File: config.mk
export PLATFORM = sky130hd
export DESIGN_NAME = round_robin_ema_averager_flat
export DESIGN_NICKNAME = d
export VERILOG_FILES = /design/src/hw/rtl/rrema_pkg.sv /design/src/hw/rtl/rrema_if.sv /design/src/hw/rtl/rrema_calc.sv /design/src/hw/rtl/round_robin_ema_averager.sv /design/src/flat_wrapper.sv
export VERILOG_INCLUDE_DIRS = /design/src /design/src/hw/rtl
export SDC_FILE = /design/constraint.sdc
export NUM_CORES = 1
export LEC_CHECK = 0
export BUFFER_PORTS_ARGS = -buffer_cell sky130_fd_sc_hd__buf_2
export CAP_MARGIN = 40
export CORE_UTILIZATION = 33
export CTS_CLUSTER_DIAMETER = 30
export DETAILED_ROUTE_END_ITERATION = 7
export HOLD_SLACK_MARGIN = 0.06
export PLACE_DENSITY = 0.56
export SKIP_LAST_GASP = 1
export SLEW_MARGIN = 0
export SYNTH_ARGS = -nofsm -noshare
export SYNTH_HDL_FRONTEND = slang
export SYNTH_SLANG_ARGS = --single-unit
File: constraint.sdc
create_clock -name clk -period 10.5 [get_ports clk]
set_clock_uncertainty 0.2 [all_clocks]
set_input_delay 3.15 -clock clk [delete_from_list [all_inputs] [get_ports clk]]
set_output_delay 3.15 -clock clk [all_outputs]
set_load 0.05 [all_outputs]
File: src/hw/rtl/round_robin_ema_averager_defines.svh
// Assertion helpers shared by the averager RTL.
`ifndef ROUND_ROBIN_EMA_AVERAGER_DEFINES_SVH
`define ROUND_ROBIN_EMA_AVERAGER_DEFINES_SVH

// Same-cycle implication, checked out of reset.
`define RREMA_ASSERT_NOW(label, ante, cons, msg) \
  label: assert property (@(posedge clk) disable iff (!rst_n) (ante) |-> (cons)) \
    else $error(msg);

// Next-cycle implication, checked out of reset.
`define RREMA_ASSERT_NEXT(label, ante, cons, msg) \
  label: assert property (@(posedge clk) disable iff (!rst_n) (ante) |=> (cons)) \
    else $error(msg);

`endif

File: src/hw/rtl/rrema_pkg.sv
package rrema_pkg;

  localparam int NUM_SLOTS    = 4;
  localparam int SLOT_BITS    = (NUM_SLOTS > 1) ? $clog2(NUM_SLOTS) : 1;
  localparam int NUM_MUX      = 4;

  localparam int SAMPLE_W     = 10;
  localparam int FRAC_W       = 8;
  localparam int AVG_W        = SAMPLE_W + FRAC_W;
  localparam int ACC_W        = 48;
  localparam int WEIGHT_W     = 9;
  localparam int MUX_W        = 8;
  localparam int SLOT_OUT_W   = 2;
  localparam int PROD_W       = AVG_W + WEIGHT_W;
  localparam int CFG_IDX_W    = 3;
  localparam int CFG_DATA_W   = WEIGHT_W;

  typedef logic [SAMPLE_W-1:0]   sample_t;
  typedef logic [AVG_W-1:0]      avg_t;
  typedef logic [ACC_W-1:0]      acc_t;
  typedef logic [WEIGHT_W-1:0]   weight_t;
  typedef logic [MUX_W-1:0]      mux_t;
  typedef logic [SLOT_BITS-1:0]  slot_t;
  typedef logic [SLOT_OUT_W-1:0] slot_out_t;

  localparam acc_t    ACC_MAX        = '1;
  localparam weight_t WEIGHT_FULL    = weight_t'(1 << FRAC_W);
  localparam weight_t WEIGHT_DEFAULT = weight_t'(51);
  localparam slot_t   SLOT_LAST      = slot_t'(NUM_SLOTS - 1);

  typedef enum logic [CFG_IDX_W-1:0] {
    REG_EMA_WEIGHT = 3'd0,
    REG_MUX_CODE_A = 3'd1,
    REG_MUX_CODE_B = 3'd2,
    REG_MUX_CODE_C = 3'd3,
    REG_MUX_CODE_D = 3'd4
  } cfg_reg_t;

  // Low two bits of a slot number: selects the mux code and the reported slot.
  function automatic slot_out_t slot_low(slot_t s);
    logic [SLOT_BITS+SLOT_OUT_W-1:0] ext;
    ext = {{SLOT_OUT_W{1'b0}}, s};
    return ext[SLOT_OUT_W-1:0];
  endfunction

endpackage

File: src/hw/rtl/rrema_if.sv
interface rrema_in_if;
  import rrema_pkg::*;
  logic    valid;
  logic    ready;
  sample_t sample;

  modport source (output valid, output sample, input ready);
  modport sink   (input valid, input sample, output ready);
endinterface

interface rrema_out_if;
  import rrema_pkg::*;
  logic      valid;
  logic      ready;
  slot_out_t slot;
  sample_t   sample_echo;
  avg_t      average;
  acc_t      accumulated;
  mux_t      next_mux;

  modport source (output valid, output slot, output sample_echo, output average,
                  output accumulated, output next_mux, input ready);
  modport sink   (input valid, input slot, input sample_echo, input average,
                  input accumulated, input next_mux, output ready);
endinterface

File: src/hw/rtl/rrema_calc.sv
module rrema_calc (
  input  rrema_pkg::weight_t weight,
  input  rrema_pkg::sample_t sample,
  input  rrema_pkg::avg_t    avg_old,
  input  rrema_pkg::acc_t    sum_old,
  output rrema_pkg::avg_t    avg_new,
  output rrema_pkg::acc_t    sum_new
);
  import rrema_pkg::*;

  weight_t           w_eff;
  weight_t           w_inv;
  avg_t              sample_q;
  logic [PROD_W-1:0] prod_old;
  logic [PROD_W-1:0] prod_new;
  logic [PROD_W:0]   mix;
  logic [ACC_W:0]    sum_wide;

  // Clamp weights above full scale to full scale.
  assign w_eff    = weight[WEIGHT_W-1] ? WEIGHT_FULL : weight;
  assign w_inv    = WEIGHT_FULL - w_eff;
  assign sample_q = {sample, {FRAC_W{1'b0}}};

  assign prod_old = {{WEIGHT_W{1'b0}}, avg_old} * {{AVG_W{1'b0}}, w_inv};
  assign prod_new = {{WEIGHT_W{1'b0}}, sample_q} * {{AVG_W{1'b0}}, w_eff};
  assign mix      = {1'b0, prod_old} + {1'b0, prod_new};
  assign avg_new  = mix[FRAC_W +: AVG_W];

  // Saturate the running sum at full scale.
  assign sum_wide = {1'b0, sum_old} + {{(ACC_W+1-AVG_W){1'b0}}, avg_new};
  assign sum_new  = sum_wide[ACC_W] ? ACC_MAX : sum_wide[ACC_W-1:0];

endmodule

File: src/hw/rtl/round_robin_ema_averager.sv
// Round-robin exponential moving average over four converter slots.
// in_stream (valid/ready) carries one 10-bit raw sample per transfer. Samples
// are assigned to slots 0,1,2,3,0,... in arrival order. For that slot the
// block updates avg = (avg*(256-w) + sample*256*w) >> 8 in Q10.8 and adds the
// new average to a 48-bit saturating accumulator.
// out_stream (valid/ready) returns slot, sample_echo, average, accumulated and
// next_mux, the mux code to select for the following conversion.
// A transferred sample enters the input register; its result is then loaded
// into the result register. Throughput: one sample per cycle unless the
// receiver stalls; the path is one input register, two narrow multipliers
// plus the 48-bit add, and the result register. When the receiver stalls,
// the result register holds; one more sample is still taken into the input
// register, after which in_stream.ready drops until the result is transferred.
// cfg_we/cfg_index/cfg_wdata write ema_weight (index 0) and mux codes A..D (index 1..4); other indexes are ignored.
// The user must write them only while the block is idle; the block itself does not enforce this.
// Synchronous reset (rst_n low) empties both registers, restarts at slot 0,
// clears all averages and accumulators, sets weight 51 and mux codes 0.
`include "round_robin_ema_averager_defines.svh"

module round_robin_ema_averager (
  input  logic                   clk,
  input  logic                   rst_n,
  rrema_in_if.sink               in_stream,
  rrema_out_if.source            out_stream,
  input  logic                   cfg_we,
  input  logic [rrema_pkg::CFG_IDX_W-1:0]  cfg_index,
  input  logic [rrema_pkg::CFG_DATA_W-1:0] cfg_wdata
);
  import rrema_pkg::*;

  // Configuration registers
  weight_t   weight_r, weight_nxt;
  mux_t      mux_code_r   [NUM_MUX];
  mux_t      mux_code_nxt [NUM_MUX];

  // Slot pointer, advanced on every input transfer
  slot_t     slot_idx_r, slot_idx_nxt;

  // Input register stage
  logic      stg_vld_r, stg_vld_nxt;
  sample_t   stg_sample_r;
  slot_t     stg_slot_r;

  // Per-slot state
  avg_t      avg_store_r [NUM_SLOTS];
  acc_t      sum_store_r [NUM_SLOTS];

  // Result register
  logic      out_vld_r, out_vld_nxt;
  slot_out_t out_slot_r;
  sample_t   out_sample_r;
  avg_t      out_avg_r;
  acc_t      out_acc_r;
  mux_t      out_mux_r;

  logic      advance;
  logic      compute;
  logic      in_rdy;
  logic      in_xfer;
  avg_t      avg_old;
  acc_t      sum_old;
  avg_t      avg_new;
  acc_t      sum_new;

  // The result register frees up when empty or when its result transfers;
  // the input register frees up when empty or when it moves forward.
  assign advance = !out_vld_r || out_stream.ready;
  assign compute = stg_vld_r && advance;
  assign in_rdy  = !stg_vld_r || advance;
  assign in_xfer = in_stream.valid && in_rdy;

  assign in_stream.ready = in_rdy;

  // Round robin always moves to a different slot, and a slot's state is
  // written in the same cycle the item leaves the input register, so a later
  // item for the same slot always reads the updated value.
  assign avg_old = avg_store_r[stg_slot_r];
  assign sum_old = sum_store_r[stg_slot_r];

  rrema_calc u_calc (
    .weight  (weight_r),
    .sample  (stg_sample_r),
    .avg_old (avg_old),
    .sum_old (sum_old),
    .avg_new (avg_new),
    .sum_new (sum_new)
  );

  // Configuration writes
  always_comb begin
    weight_nxt   = weight_r;
    mux_code_nxt = mux_code_r;
    if (cfg_we) begin
      case (cfg_reg_t'(cfg_index))
        REG_EMA_WEIGHT: weight_nxt      = weight_t'(cfg_wdata);
        REG_MUX_CODE_A: mux_code_nxt[0] = cfg_wdata[MUX_W-1:0];
        REG_MUX_CODE_B: mux_code_nxt[1] = cfg_wdata[MUX_W-1:0];
        REG_MUX_CODE_C: mux_code_nxt[2] = cfg_wdata[MUX_W-1:0];
        REG_MUX_CODE_D: mux_code_nxt[3] = cfg_wdata[MUX_W-1:0];
        default: ;
      endcase
    end
  end

  always_ff @(posedge clk) begin
    if (!rst_n) begin
      weight_r <= WEIGHT_DEFAULT;
      for (int k = 0; k < NUM_MUX; k++) begin
        mux_code_r[k] <= '0;
      end
    end else begin
      weight_r   <= weight_nxt;
      mux_code_r <= mux_code_nxt;
    end
  end

  // Control next state
  always_comb begin
    slot_idx_nxt = slot_idx_r;
    if (in_xfer) begin
      slot_idx_nxt = (slot_idx_r == SLOT_LAST) ? '0 : slot_idx_r + slot_t'(1);
    end

    stg_vld_nxt = stg_vld_r;
    if (in_xfer) begin
      stg_vld_nxt = 1'b1;
    end else if (compute) begin
      stg_vld_nxt = 1'b0;
    end

    out_vld_nxt = out_vld_r;
    if (compute) begin
      out_vld_nxt = 1'b1;
    end else if (out_stream.ready) begin
      out_vld_nxt = 1'b0;
    end
  end

  always_ff @(posedge clk) begin
    if (!rst_n) begin
      slot_idx_r <= '0;
      stg_vld_r  <= 1'b0;
      out_vld_r  <= 1'b0;
    end else begin
      slot_idx_r <= slot_idx_nxt;
      stg_vld_r  <= stg_vld_nxt;
      out_vld_r  <= out_vld_nxt;
    end
  end

  // Capture the sample and its slot on transfer
  always_ff @(posedge clk) begin
    if (in_xfer) begin
      stg_sample_r <= in_stream.sample;
      stg_slot_r   <= slot_idx_r;
    end
  end

  // Per-slot averages and sums: cleared by reset, written as the item retires
  always_ff @(posedge clk) begin
    if (!rst_n) begin
      for (int k = 0; k < NUM_SLOTS; k++) begin
        avg_store_r[k] <= '0;
        sum_store_r[k] <= '0;
      end
    end else if (compute) begin
      avg_store_r[stg_slot_r] <= avg_new;
      sum_store_r[stg_slot_r] <= sum_new;
    end
  end

  // Load the result register; hold it while the receiver stalls
  always_ff @(posedge clk) begin
    if (compute) begin
      out_slot_r   <= slot_low(stg_slot_r);
      out_sample_r <= stg_sample_r;
      out_avg_r    <= avg_new;
      out_acc_r    <= sum_new;
      out_mux_r    <= mux_code_r[slot_low(stg_slot_r)];
    end
  end

  assign out_stream.valid       = out_vld_r;
  assign out_stream.slot        = out_slot_r;
  assign out_stream.sample_echo = out_sample_r;
  assign out_stream.average     = out_avg_r;
  assign out_stream.accumulated = out_acc_r;
  assign out_stream.next_mux    = out_mux_r;

  // Never overwrite a result the receiver has not taken.
  `RREMA_ASSERT_NOW(a_no_overwrite, out_vld_r && !out_stream.ready, !compute,
    "result register overwritten while stalled")

  // An empty input register always accepts.
  `RREMA_ASSERT_NOW(a_ready_when_empty, !stg_vld_r, in_rdy,
    "input register empty but not ready")

  // The new average lies between the old average and the scaled sample.
  `RREMA_ASSERT_NOW(a_avg_bounded, compute,
    (avg_new <= avg_old || avg_new <= {stg_sample_r, {FRAC_W{1'b0}}}) &&
    (avg_new >= avg_old || avg_new >= {stg_sample_r, {FRAC_W{1'b0}}}),
    "average left the range of old average and sample")

  // Accumulators never decrease.
  `RREMA_ASSERT_NEXT(a_sum_monotonic, compute,
    out_acc_r >= $past(sum_old),
    "accumulator decreased")

endmodule

File: src/flat_wrapper.sv
// flat-port wrapper written by rule: the top's interface ports become plain ports
module round_robin_ema_averager_flat import rrema_pkg::*;
  (clk, rst_n, cfg_we, cfg_index, cfg_wdata, in_stream_valid, in_stream_sample, in_stream_ready, out_stream_valid, out_stream_slot, out_stream_sample_echo, out_stream_average, out_stream_accumulated, out_stream_next_mux, out_stream_ready);
  rrema_in_if in_stream_i ();
  rrema_out_if out_stream_i ();
  input  logic clk;
  input  logic rst_n;
  input  logic cfg_we;
  input  logic [rrema_pkg::CFG_IDX_W-1:0] cfg_index;
  input  logic [rrema_pkg::CFG_DATA_W-1:0] cfg_wdata;
  input wire logic [$bits(in_stream_i.valid)-1:0] in_stream_valid;
  input wire logic [$bits(in_stream_i.sample)-1:0] in_stream_sample;
  output wire logic [$bits(in_stream_i.ready)-1:0] in_stream_ready;
  output wire logic [$bits(out_stream_i.valid)-1:0] out_stream_valid;
  output wire logic [$bits(out_stream_i.slot)-1:0] out_stream_slot;
  output wire logic [$bits(out_stream_i.sample_echo)-1:0] out_stream_sample_echo;
  output wire logic [$bits(out_stream_i.average)-1:0] out_stream_average;
  output wire logic [$bits(out_stream_i.accumulated)-1:0] out_stream_accumulated;
  output wire logic [$bits(out_stream_i.next_mux)-1:0] out_stream_next_mux;
  input wire logic [$bits(out_stream_i.ready)-1:0] out_stream_ready;
  assign in_stream_i.valid = in_stream_valid;
  assign in_stream_i.sample = in_stream_sample;
  assign in_stream_ready = in_stream_i.ready;
  assign out_stream_valid = out_stream_i.valid;
  assign out_stream_slot = out_stream_i.slot;
  assign out_stream_sample_echo = out_stream_i.sample_echo;
  assign out_stream_average = out_stream_i.average;
  assign out_stream_accumulated = out_stream_i.accumulated;
  assign out_stream_next_mux = out_stream_i.next_mux;
  assign out_stream_i.ready = out_stream_ready;
  round_robin_ema_averager u_core (.clk(clk), .rst_n(rst_n), .in_stream(in_stream_i), .out_stream(out_stream_i), .cfg_we(cfg_we), .cfg_index(cfg_index), .cfg_wdata(cfg_wdata));
endmodule
==> impl_metrics.yaml, run 1 <==
status:
  outcome: "completed"
die:
  die_area_um2: 79720
  chipHeight_um: 282.3
  num_rows: 102
  core-area_um2: 77590
  ios: 115
  die_w_um: 282.3
  start_util: 0.3342
global_route:
  grt_max_degree: 57
  grt_use_total: 0.1773
  grt_pass1_wl_mm: 107.8
  antenna_found_initial: 0
  grt_pass1_vias: 19170
  grt_overflow: 0
synth:
  ys_types: 71
  ys_seq_elements: 409
  synth_top_area_frac: 0.4191
  syn-num-nets: 2614
  ys.warnings.count: 0
  synth-xor-area-share: 0.02653
  synthCells: 2304
  synthFlopType: "edfxtp_1"
  synth_edf_count: 362
  syn_area_um2: 25930
  synth_top_family_by_area: "adder cells"
  synth_compound_area_frac: 0.06648
  async_flop_share: 0
  synth_mux_area_frac: 0.07193
  seq_area_frac_synth: 0.4554
  synth_adder_area_share: 0.1901
  synth.area.top_cells: "edfxtp_1, fa_1, mux4_2"
  synth_top_area_cell: "edfxtp_1"
  avgSynthCellArea_um2: 11.26
  synthSimpleGateAreaFrac: 0.1317
finish:
  mostFrequentLayoutCells: "edfxtp_1, nor2_1, inv_1"
  drive_above_1_share: 0.1819
  layout.cells.non_filler: 3602
  final_common_cell: "edfxtp_1"
  nets: 2798
  diodes: 0
  seq_area_um2: 11820
  area_delta_synth_final_pct: 20.99
  multi_input_area_um2: 12790
  stdcell_area_um2: 31380
  fill_cells: 7497
setup_path:
  crit_end: "u_core.sum_store_r[0][25]"
  rrSetupSlack_ps: 500
  critical_path.startpoint: "u_core.weight_r[8]"
  cpPeakStageDelay_ps: 560
  worstRegToRegCells: 34
  required_ps: 10660
  crit_path_top_delay_cell: "fa_1"
  cp_max_fo: 32
  worstPathArrival_ps: 10160
  rr_startpoint: "u_core.weight_r[8]"
  path_class: "reg -> reg"
  cp-end-kind: "flop"
  crit_top_cell: "fa_1"
  r2r-end: "u_core.sum_store_r[0][25]"
  crit_path_start_kind: "flop"
route:
  wl_mm: 69.02
  ant_nets: 0
  avgViaCountPerCell: 4.948
  drc_errors: 0
  avgRoutedWirePerCell_um: 19.16
  drt_pre_antenna_iters: 5
  drt_iter0_drc: 1435
  vias: 17820
sta:
  slew_headroom: 0.4279
  fmax_mhz: 100.0
  worst_pin_slew_ps: 858.2
  hold_viol: 0
  setup_viol: 0
  fin_crit_sh: 0.9523
  finalCriticalPeriod_ps: 9999
  slew_viol_final: 0
clock_network:
  root_buffer: "clkbuf_16"
  cts_tree: "yes"
  clk_pin_slew_ps: 40
  cts_inserted_buffers: 87
  clockBufferDepth: 3
  cts.sinks: 409
  clock_latency_ps: 640
  cts_max_level: 3
place:
  gp_congestion: 0.9036
  dpl.cell_count: 3436
  numPortBuffers: 114
  place_area_um2: 28200
  place_hpwl_mm: 48.30
flow_run:
  max_cap_viol_count: 0
worst_hold_path:
  hp-class: "reg -> reg"
[per-layer routing]
layer  up-vias  wire length, um  GRT usage
met2       508            35060     0.3124
met1      9029            28320     0.2151
met3       135             3197    0.02668
met4         0             2443    0.07443
li1       8151                -          -
met5         -                0          0
[logic make-up (layout without fill, tap and decap cells)]
family          Yosys count  in the layout
xor+xnor                 73             73
buf+inv                 393            651
fa+ha+maj               283            283
mux                     107            107
simple gates            774            774
compound gates          265            265
flops                   409            409
[worst min-delay path by stage]
stage	endpoint	from	slack [ps]	cells past startpoint
after floorplan	u_core.out_stream.sample_echo[9]	u_core.stg_sample_r[9]	220	0
after CTS	u_core.weight_r[1]	u_core.weight_r[1]	260	2
after global routing	u_core.mux_code_r[12]	u_core.mux_code_r[12]	280	2
after detailed placement	u_core.weight_r[1]	u_core.weight_r[1]	250	2
after global placement	u_core.mux_code_r[16]	u_core.mux_code_r[16]	250	2
final	u_core.weight_r[1]	u_core.weight_r[1]	260	2
[worst max-delay path, delay by kind of cell (launching register included)]
family                     cells  cell delay (ps)
AOI/OAI and AO/OA              9             2470
xor gates and xnor gates       2              410
adders and majority gates      7             3360
buffers and inverters          7             1000
DFF                            1              390
and+or+nand+nor                9             1930
[sequential cells by signal (all words and copies together) (netlist names), named ones only]
name                           flops
u_core.out_stream.average         18
u_core.out_stream.sample_echo     10
u_core.stg_sample_r               10
u_core.out_stream.valid            1
u_core.stg_vld_r                   1
u_core.mux_code_r                 32
u_core.out_stream.accumulated     48
u_core.out_stream.next_mux         8
u_core.out_stream.slot             2
u_core.sum_store_r               192
u_core.stg_slot_r                  2
u_core.weight_r                    9
u_core.avg_store_r                72
u_core.slot_idx_r                  2
[final cells by class]
type / count / area share
clock buffer: 101 / 0.07409
sequential: 409 / 0.3767
clock inverter: 62 / 0.02241
multi-input combinational: 1502 / 0.4076
tap: 1040 / 0.04147
inverter: 293 / 0.03505
timing repair buffer: 195 / 0.04271
[through the flow]
stage          setup slack, ps  hold WS, ps  utilization  TNS (ps)
2_1_floorplan            391.9        224.4            -         0
3_3_place_gp             277.7        250.6       0.3609         0
3_5_place_dp             105.7        246.6       0.3635         0
4_1_cts                  79.85        258.6       0.4025         0
5_1_grt                 -50.21        280.8       0.4044     -1161
6_report                 500.7        258.2       0.4044         0
[cells in the mapped netlist (3+ instances only)]
cell type and instances:
buf_2 12, or2_2 3, xor2_1 28, buf_1 17, a21oi_1 96, o21ai_0 31, mux2_2 15, mux2i_1 30
nand3_1 30, dfxtp_1 47, xnor2_1 41, edfxtp_1 362, xnor3_1 3, o21bai_1 6, nor2b_1 30, nand4_1 7
or3_1 9, nor3_1 14, o31a_1 4, a31oi_1 7, a21o_1 22, nor2_1 318, a211oi_1 4, and2_1 64
or4_1 5, o21a_1 23, o31ai_1 5, nor4_1 4, a31o_2 3, fa_1 185, nand2b_1 8, clkbuf_1 68
nand2_1 252, a2111oi_0 4, nor3_2 3, mux4_2 62, buf_4 3, ha_1 98, inv_1 293, a21boi_0 30
and3_1 17
[what timing repair did]
item                       CTS  global route
setup buffers                0             3
setup endpoints to repair    0           240
gates resized for setup      0            30
hold buffers                 0             0
Power of run 1 is not shown: default switching activity piles up to over one toggle a cycle in this logic, so the estimate is an artifact.
==> run 2, diff against run 1 <==
- CORE_ASPECT_RATIO: not set -> 1.2
==> run 2 against run 1 <==
  * Sequential share of layout area shrank 0.14 points
  * Flip-flop and latch count unchanged
  * Setup slack worse by 26 ps
  * Hold slack better by 5.2 ps
  * Register-to-register slack worse by 30 ps
  * Critical path depth shrank 1
  * Maximum frequency shrank 0.26%
  * Final cell count down 0.44%
==> impl_metrics.yaml, run 2 (synthesized netlist as in run 1, its figures left out) <==
die:
  core-area_um2: 77770
  ios: 115
  start_util: 0.3335
  chipHeight_um: 309.1
  num_rows: 112
  die_w_um: 257.9
  die_area_um2: 79720
sta:
  setup_viol: 0
  worst_pin_slew_ps: 873.3
  rsz0062_at_grt: "false"
  slew_headroom: 0.4178
  fin_crit_sh: 0.9548
  slew_viol_final: 0
  finalCriticalPeriod_ps: 10030
  fmax_mhz: 99.75
  hold_viol: 0
clock_network:
  cts-hold-fix-buffers: 0
  clk_pin_slew_ps: 50
  cts_inserted_buffers: 88
  clock_latency_ps: 620
  root_buffer: "clkbuf_16"
  cts_tree: "yes"
  cts.sinks: 409
  clockBufferDepth: 3
  cts_max_level: 3
setup_path:
  cpPeakStageDelay_ps: 550
  path_class: "reg -> reg"
  crit_path_start_kind: "flop"
  cp-end-kind: "flop"
  cp_max_fo: 27
  crit_top_cell: "fa_1"
  worstPathArrival_ps: 10180
  path_buf_inv: 8
  crit_family: "adder cells"
  crit_path_top_delay_cell: "fa_1"
  required_ps: 10650
route:
  ant_nets: 0
  avgRoutedWirePerCell_um: 19.07
  avgViaCountPerCell: 4.932
  drt_iter0_drc: 1065
  drt_pre_antenna_iters: 5
  wl_mm: 68.38
  drc_errors: 0
  vias: 17690
global_route:
  antenna_found_initial: 3
  grt_use_total: 0.1752
  grt_pass1_vias: 19160
  grt_pass1_wl_mm: 107.7
  grt_overflow: 0
  grt_max_degree: 52
status:
  outcome: "completed"
place:
  place_area_um2: 28180
  place_hpwl_mm: 48.10
  dpl.cell_count: 3418
  gp_congestion: 0.9066
  numPortBuffers: 114
finish:
  fill_cells: 7408
  stdcell_area_um2: 31490
  nets: 2797
  final_util: 0.4049
  top_register: "u_core.sum_store_r"
  area_delta_synth_final_pct: 21.41
  final_common_cell: "edfxtp_1"
  mostFrequentLayoutCells: "edfxtp_1, nor2_1, inv_1"
  drive_above_1_share: 0.1887
  largest_reg_flops: 192
  layout.cells.non_filler: 3586
worst_hold_path:
  hp-class: "reg -> reg"
flow_run:
  max_cap_viol_count: 0
[run 2: what timing repair did]
item | in CTS | in global routing
pin swaps | 1 | 5
buffers inserted | 1 | 4
setup endpoints to repair | 149 | 240
gates resized for setup | 6 | 42
[run 2: through the flow]
step           hold slack, ps  setup WS [ps]  TNS [ps]
3_5_place_dp            252.7         -246.0     -7454
2_1_floorplan           224.4          391.9         0
6_report                263.4          475.0         0
5_1_grt                 287.8          2.192         0
4_1_cts                 265.1          61.12         0
3_3_place_gp            250.2         -104.0     -2425
[run 2: layout make-up]
class,count,area (um2),area share
well taps,1026,1284,0.04077
multi-input cells,1502,12930,0.4107
diodes,1,2.502,0.00007947
clock inverters,58,673.1,0.02138
inverters,293,1100,0.03493
flip-flops and latches,409,11820,0.3753
clock buffers,104,2335,0.07415
repair buffers,193,1344,0.04268
[run 2: layer usage]
metal,wire length (um),track usage,part of all wire,vias up
met5,13,0,0.00019,-
met1,27990,0.2068,0.41,8953
met3,3065,0.02638,0.045,120
met2,35340,0.3187,0.52,445
li1,-,-,-,8167
met4,1963,0.06757,0.029,2
[run 2: final timing paths]
kind,to,startpoint,slack (ps),depth (start not counted)
max,u_core.sum_store_r[0][47],u_core.weight_r[8],470,33
min reg2reg,u_core.mux_code_r[14],u_core.mux_code_r[14],260,2
max reg2reg,u_core.sum_store_r[0][47],u_core.weight_r[8],470,33
min,u_core.mux_code_r[14],u_core.mux_code_r[14],260,2
[run 2: tightest hold or removal path, cell delays in order, from the launching register on]
cell      delay [ps]
dfxtp_1          300
nand2_1           40
a21boi_0          70
Power of run 2 is left out for the same reason.
==> run 3, diff against run 2 <==
- RECOVER_POWER: not set -> 50
==> run 3 against run 2 <==
  * The run now ends with capacitance limit, slew limit left
  * Via count increased by 0.17%
  * Register-to-register slack got worse by 20 ps
  * Cell area decreased by 0.71%
  * Critical path depth decreased by 1
  * Flip-flop and latch count unchanged
==> impl_metrics.yaml, run 3 (synthesized netlist as in run 1, its figures left out) <==
route:
  drc_errors: 0
  vias: 17720
  ant_nets: 0
  avgRoutedWirePerCell_um: 19.03
  drt_iter0_drc: 1080
  avgViaCountPerCell: 4.941
  drt_pre_antenna_iters: 5
  wl_mm: 68.25
setup_path:
  path_buf_inv: 7
  rr_startpoint: "u_core.weight_r[8]"
  crit_path_top_delay_cell: "or4b_2"
  required_ps: 10650
  crit_path_start_kind: "flop"
  cpPeakStageDelay_ps: 620
  crit_top_cell: "fa_1"
  cp_max_fo: 27
  crit_family: "adder cells"
  path_class: "reg -> reg"
  cp-end-kind: "flop"
  worstPathArrival_ps: 10200
  critical_path.startpoint: "u_core.weight_r[8]"
clock_network:
  clk_pin_slew_ps: 50
  cts_tree: "yes"
  clock_latency_ps: 620
  cts_max_level: 3
  cts.sinks: 409
  root_buffer: "clkbuf_16"
  cts_inserted_buffers: 88
  cts-hold-fix-buffers: 0
  clockBufferDepth: 3
finish:
  top_register: "u_core.sum_store_r"
  layout.cells.non_filler: 3586
  nets: 2797
  largest_reg_flops: 192
  final_common_cell: "edfxtp_1"
  mostFrequentLayoutCells: "edfxtp_1, nor2_1, inv_1"
  area_delta_synth_final_pct: 20.55
  drive_above_1_share: 0.1497
  stdcell_area_um2: 31260
  fill_cells: 7466
place:
  numPortBuffers: 114
  place_hpwl_mm: 48.10
  dpl.cell_count: 3418
  place_area_um2: 28180
  gp_congestion: 0.9066
sta:
  finalCriticalPeriod_ps: 10050
  slew_viol_final: 262
  slew_headroom: -1.151
  hold_viol: 0
  setup_viol: 0
  fmax_mhz: 99.53
  rsz0062_at_grt: "false"
  worst_pin_slew_ps: 3227
  fin_crit_sh: 0.9568
global_route:
  grt_pass1_vias: 19160
  antenna_found_initial: 3
  grt_pass1_wl_mm: 107.7
  grt_overflow: 0
  grt_max_degree: 52
  grt_use_total: 0.1752
die:
  die_area_um2: 79720
  die_w_um: 257.9
  chipHeight_um: 309.1
  start_util: 0.3335
  ios: 115
  core-area_um2: 77770
  num_rows: 112
flow_run:
  max_cap_viol_count: 7
worst_hold_path:
  holdCritStartpoint: "u_core.mux_code_r[14]"
  hp-class: "reg -> reg"
status:
  violations: "capacitance limit, slew limit"
  outcome: "finished, violations left"
-- run 3: worst paths after layout --
path / end / slack (ps) / cells past startpoint
max: u_core.sum_store_r[2][47] / 450 / 32
min: u_core.mux_code_r[14] / 270 / 2
min reg2reg: u_core.mux_code_r[14] / 270 / 2
max reg2reg: u_core.sum_store_r[2][47] / 450 / 32
-- run 3: area by class of cell --
| cell class | instances | area [um2] | share of cell area |
|---|---|---|---|
| inverter | 293 | 1100 | 0.03518 |
| sequential | 409 | 11820 | 0.3780 |
| antenna | 1 | 2.502 | 0.00008004 |
| clock buffer | 104 | 2335 | 0.07468 |
| clock inverter | 58 | 673.1 | 0.02153 |
| timing repair buffer | 193 | 1142 | 0.03654 |
| multi-input combinational | 1502 | 12910 | 0.4129 |
| tap | 1026 | 1284 | 0.04106 |
-- run 3: metrics by stage --
| stage | setup TNS [ps] | util | setup WS, ps | hold slack (ps) |
|---|---|---|---|---|
| 2_1_floorplan | 0 | - | 391.9 | 224.4 |
| 3_3_place_gp | -2425 | 0.3595 | -104.0 | 250.2 |
| 3_5_place_dp | -7454 | 0.3623 | -246.0 | 252.7 |
| 4_1_cts | 0 | 0.4016 | 61.12 | 265.1 |
| 5_1_grt | 0 | 0.4020 | 2.192 | 291.2 |
| 6_report | 0 | 0.4020 | 453.2 | 265.9 |
-- run 3: tightest hold or removal path, delay by kind of cell, from the launching register on --
kind             cells  cell delay (ps)
flip-flops           1              300
AO/OA/AOI/OAI        1               70
AND/OR/NAND/NOR      1               40
-- run 3: layer usage --
metal  global-route usage  vias to the layer above  share of wire
li1                     -                     8166              -
met1               0.2068                     8940           0.41
met2               0.3187                      476           0.52
met3              0.02638                      133          0.047
met4              0.06757                        2          0.031
met5                    0                        -        0.00019
-- run 3: repair_timing --
action	in CTS	in global routing
endpoints found under the hold margin	0	0
setup buffers	1	4
cloned	0	0
endpoints found under the setup margin	149	240
pin swaps	1	5
resized for setup	6	42
Power of run 3 is left out for the same reason.
